--- src/design/sine_trajectory_generator_top_defines.svh ---
// ----------------------------------------------------------------------------
// Sine trajectory generator assertion macros
// Shared property macros for the generator's concurrent checks.
// ----------------------------------------------------------------------------
`ifndef SINE_TRAJECTORY_GENERATOR_TOP_DEFINES_SVH
`define SINE_TRAJECTORY_GENERATOR_TOP_DEFINES_SVH

// same-cycle implication
`define STG_ASSERT_IMPL(lbl, ante, cons) \
  lbl: assert property (@(posedge clk_i) disable iff (!rst_ni) (ante) |-> (cons)) \
    else $error("sine trajectory generator assertion failed");

// next-cycle implication
`define STG_ASSERT_NEXT(lbl, ante, cons) \
  lbl: assert property (@(posedge clk_i) disable iff (!rst_ni) (ante) |=> (cons)) \
    else $error("sine trajectory generator assertion failed");

`endif

--- src/design/stg_pkg.sv ---
// ----------------------------------------------------------------------------
// Sine trajectory generator package
// Constants, register codes, cell bundle and the quarter-wave sine table.
// ----------------------------------------------------------------------------
package stg_pkg;

  localparam int SINE_TABLE_ADDR_BITS = 10;
  localparam int QTR_BITS = SINE_TABLE_ADDR_BITS - 2;
  localparam int QTR_SIZE = 1 << QTR_BITS;
  localparam int NUM_CELLS = 4;
  localparam int SLICE_BITS = 8;
  localparam longint unsigned PI_Q29 = 64'd1686629713;
  localparam longint unsigned ONE_Q30 = 64'd1 << 30;

  typedef enum logic [2:0] {
    REG_AMPLITUDE    = 3'd0,
    REG_FREQUENCY    = 3'd1,
    REG_PHASE_OFFSET = 3'd2,
    REG_POS_UPPER    = 3'd3,
    REG_POS_LOWER    = 3'd4,
    REG_VEL_UPPER    = 3'd5,
    REG_VEL_LOWER    = 3'd6
  } cfg_reg_e;

  typedef struct packed {
    logic        vld;
    logic [31:0] tm;
    logic [31:0] frq;
    logic [31:0] acc;
  } cell_t;

  typedef logic [15:0] qsin_lut_t [QTR_SIZE+1];

  function automatic qsin_lut_t build_qsin_lut();
    qsin_lut_t       lut;
    longint unsigned y;
    longint unsigned y2;
    longint unsigned t;
    longint unsigned s;
    for (int r = 0; r <= QTR_SIZE; r++) begin
      y  = (PI_Q29 * longint'(r)) >> QTR_BITS;
      y2 = (y * y) >> 30;
      t  = ONE_Q30;
      t  = ONE_Q30 - ((y2 * t) >> 30) / 110;
      t  = ONE_Q30 - ((y2 * t) >> 30) / 72;
      t  = ONE_Q30 - ((y2 * t) >> 30) / 42;
      t  = ONE_Q30 - ((y2 * t) >> 30) / 20;
      t  = ONE_Q30 - ((y2 * t) >> 30) / 6;
      s  = (y * t) >> 30;
      s  = (s + (64'd1 << 14)) >> 15;
      if (s > 64'd32768) begin
        s = 64'd32768;
      end
      lut[r] = s[15:0];
    end
    return lut;
  endfunction

  localparam qsin_lut_t QSIN_LUT = build_qsin_lut();

endpackage

--- src/design/stg_cell.sv ---
// ----------------------------------------------------------------------------
// Phase accumulation cell
// Add the product of frequency and one time slice, then shift both along.
// ----------------------------------------------------------------------------
module stg_cell (
  input  logic           clk_i,
  input  logic           rst_ni,
  input  stg_pkg::cell_t cell_i,
  output stg_pkg::cell_t cell_o
);

  logic        vld_q;
  logic [31:0] tm_q;
  logic [31:0] frq_q;
  logic [31:0] acc_q;
  logic [39:0] prod;

  assign prod = cell_i.frq * cell_i.tm[stg_pkg::SLICE_BITS-1:0];

  always_ff @(posedge clk_i or negedge rst_ni) begin
    if (!rst_ni) begin
      vld_q <= 1'b0;
    end else begin
      vld_q <= cell_i.vld;
    end
  end

  always_ff @(posedge clk_i) begin
    tm_q  <= cell_i.tm >> stg_pkg::SLICE_BITS;
    frq_q <= cell_i.frq << stg_pkg::SLICE_BITS;
    acc_q <= cell_i.acc + prod[31:0];
  end

  assign cell_o = '{vld: vld_q, tm: tm_q, frq: frq_q, acc: acc_q};

endmodule

--- config.mk ---
export PLATFORM = sky130hd
export DESIGN_NAME = stg_cell
export DESIGN_NICKNAME = d
export VERILOG_FILES = /design/src/design/sine_trajectory_generator_top_defines.svh /design/src/design/stg_pkg.sv /design/src/design/stg_cell.sv
export SDC_FILE = /design/constraint.sdc
export NUM_CORES = 1
export LEC_CHECK = 0
export BUFFER_PORTS_ARGS = -buffer_cell sky130_fd_sc_hd__buf_2
export CORE_MARGIN = 2
export CORE_UTILIZATION = 50
export CTS_CLUSTER_DIAMETER = 80
export CTS_CLUSTER_SIZE = 24
export DETAILED_ROUTE_END_ITERATION = 16
export GPL_TIMING_DRIVEN = 0
export PLACE_DENSITY_LB_ADDON = 0.2
export SKIP_LAST_GASP = 1
export SLEW_MARGIN = 40
export SYNTH_ARGS = -nofsm -noshare
export SYNTH_HDL_FRONTEND = slang
export SYNTH_SLANG_ARGS = --single-unit
export TNS_END_PERCENT = 1
--- constraint.sdc ---
create_clock -name clk_i -period 0.9 [get_ports clk_i]
set_clock_uncertainty 0.2 [all_clocks]
set_input_delay 0.045 -clock clk_i [delete_from_list [all_inputs] [get_ports clk_i]]
set_output_delay 0.045 -clock clk_i [all_outputs]
set_load 0.01 [all_outputs]
==> flow_summary.json <==
{
  "grt_start_max_net_pins": 16,
  "drc": 0,
  "area_growth_pct": 29.0,
  "syn_area_sq_um": 9400,
  "max_stage_delay_ns": 0.50,
  "core_sq_um": 18600,
  "cts_buffer_depth": 2,
  "finalCoreUtilization": 0.653,
  "cp.required_ns": 0.94,
  "clk_pin_slew_ns": 0.06,
  "grt_overflow": 0,
  "synthArstFlopShare": 0.0123,
  "drive_above_1_share": 0.241,
  "route.met2.wl_microns": 11600,
  "fmaxAchievable_ghz": 0.211,
  "drv_slew": 0,
  "postRouteAntennaNets": 0,
  "start_util": 0.506,
  "synth_cells": 993,
  "power.switching_mw": 18.4,
  "crit_path_max_fanout": 5,
  "switching_share": 0.469,
  "synth_top_cell_area_share": 0.396,
  "setup.worst_path.start": "cell_i[66]",
  "num_io_pins": 196,
  "diodes": 0,
  "htreeDepth": 3,
  "synthTopCellsByArea": "fa_1 40%, dfxtp_1 17%, inv_1 10%",
  "synth_common_cells": "250 x inv_1, 186 x fa_1, 145 x and2_1",
  "vias_per_cell": 4.82,
  "routed-via-count": 7281,
  "p_leak_nw": 6.29,
  "synth_edf_count": 0,
  "finalPower_mw": 39.2,
  "crit_path_end_kind": "flip-flop",
  "final_nets": 1597,
  "antenna_found_initial": 1,
  "setup_tns_ns": -103.66,
  "clock_sinks": 81,
  "cp-start-kind": "input port",
  "critPathKind": "in2reg",
  "hold_viol_final": 2,
  "worstHoldStart": "cell_i[0]",
  "path_common_cell": "fa_1",
  "cp.arrival_ns": 4.77,
  "dpl.hpwl_microns": 18000,
  "clkPwrFrac": 0.097,
  "top_layer": "met4",
  "status": "finished with violations",
  "max-vdd-ir-drop_mv": 2.94,
  "violations": "hold timing, setup timing",
  "cts_inserted_buffers": 9,
  "hold_class": "in2reg",
  "detailedPlace.worstSlack_ns": -4.69,
  "p_seq_frac": 0.127,
  "p_comb_frac": 0.776,
  "wl_met1_microns": 10100,
  "yosysUniqueCellTypes": 57,
  "cts-root-buf": "clkbuf_16",
  "yosysMostFrequentCell": "inv_1",
  "ys_ff_latch": 81,
  "track_usage": 0.248,
  "max_cap_viol_count": 0,
  "yosysSeqAreaShare": 0.173,
  "ys.flop_type": "dfxtp_1",
  "p_int_mw": 20.8,
  "fin_cells": 1510,
  "gp_congestion": 0.821,
  "fp.dieH_microns": 141,
  "die_x_microns": 141,
  "holdWs_ns": -0.265,
  "grt_pass1_wl_microns": 38600,
  "wl_per_cell_microns": 15.8,
  "rsz0062_at_grt": "true",
  "wirelength_microns": 23800,
  "fin_crit_sh": 5.26,
  "rows": 50,
  "cts_hold_buf": 51,
  "dr.pass1.iters": 5,
  "slowest_stage": "fa_1",
  "place_inst": 1421,
  "drtIter0Drc": 341,
  "syn_avg_cell_area_sq_um": 9.47,
  "tritoncts": "built",
  "yosys.area.top_type": "fa_1",
  "yosysWarnings": 0,
  "post-route-min-period_ns": 4.73,
  "die_area_sq_um": 19900,
  "setup_violations": 113,
  "wl_met3_microns": 1440,
  "first_global_vias": 7616,
  "critPathCapture": "acc_q[30]",
  "layout_setup_ws_ns": -3.83,
  "io_buffer_count": 179,
  "powerDensity_nw_per_um2": 3230,
  "crit_chain": "buf_8 -> clkbuf_16 -> buf_4 -> and2_1 -> fa_1 -> fa_1 -> fa_1 -> inv_1 -> fa_1 -> inv_1 -> ha_1 -> a21o_1 -> a31o_2 -> a211oi_2 -> nand4_1 -> nand2_1 -> or3_4 -> a31oi_4 -> xor2_1"
}
## worst min path at each step
stage	endpoint	slack (ns)	cells past startpoint
2_1_floorplan	vld_q	-0.45	0
3_3_place_gp	vld_q	-0.38	1
3_5_place_dp	vld_q	-0.38	1
4_1_cts	acc_q[0]	-0.29	2
5_1_grt	acc_q[0]	-0.26	2
6_report	acc_q[0]	-0.26	2
## cells in the final DEF (no fill, tap or decap), types with 6 or more instances in the layout
cell	n
buf_6	7
clkbuf_16	15
dlygate4sd3_1	51
and2_1	143
buf_2	174
ha_4	8
o21ai_0	6
ha_1	30
a21o_1	8
nand3_1	6
conb_1	16
fa_1	182
a21oi_1	19
dfxtp_1	80
buf_4	43
nand2_1	91
inv_1	248
xnor2_1	26
nor2_1	22
xor2_1	10
## per-layer routing
| layer | vias to the layer above | global-route usage |
|---|---|---|
| met1 | 3603 | 0.332 |
| li1 | 3424 | - |
| met4 | 0 | 0.0732 |
| met2 | 218 | 0.415 |
| met5 | - | 0 |
| met3 | 36 | 0.0465 |
## kinds of logic after synthesis
group | Yosys count | share of synthesized area
flip-flops | 81 | 0.173
adder cells (fa/ha/maj) | 227 | 0.451
XOR/XNOR | 36 | 0.0335
AO/OA/AOI/OAI | 72 | 0.0588
AND/OR/NAND/NOR | 286 | 0.160
buffers and inverters | 290 | 0.123
other | 1 | 0.000399
## sequential cells by signal (all words and copies together) (netlist names)
name,flops
tm_q,24
frq_q,24
vld_q,1
acc_q,32
## worst max-delay path: cells and delay by family
family                     cells  cell delay [ns]
buffers and inverters          5             0.50
AOI/OAI and AO/OA              4             0.86
and+or+nand+nor                4             0.87
xor gates and xnor gates       1             0.18
adders and majority gates      5             2.31
## per-stage QoR
stage	cell area [sq um]	hold WS, ns
floorplan	9530	-0.451
detailed placement	10700	-0.380
global placement	10700	-0.381
finish	12100	-0.265
global route	12100	-0.259
CTS	11900	-0.286
## repair_timing
| item | 4_1_cts | 5_1_grt |
|---|---|---|
| resized for setup | 59 | 51 |
| hold endpoints to repair | 53 | 2 |
| cloned | 2 | 1 |
| buffers inserted | 10 | 11 |
| endpoints found under the setup margin | 112 | 113 |
| pin swaps | 17 | 30 |
## power groups by stage
stage | registers [mW] | logic [mW] | clock network [mW]
after floorplan | 5.55 | 20.1 | 0
after global placement | 5.04 | 26.2 | 0
after detailed placement | 5.04 | 26.6 | 0
after CTS | 4.97 | 28.2 | 3.90
after global routing | 5.05 | 33.7 | 4.06
final | 4.96 | 30.4 | 3.82
## layout make-up
class | count | area [sq um]
well taps | 234 | 293
clock buffers | 9 | 225
plain buffers | 38 | 430
clock inverters | 7 | 76.3
multi-input cells | 637 | 6880
inverters | 250 | 938
flip-flops and latches | 81 | 1630
fillers | 1520 | 6450
repair buffers | 254 | 1660
Note: power is estimated with default switching activity, not from simulation.
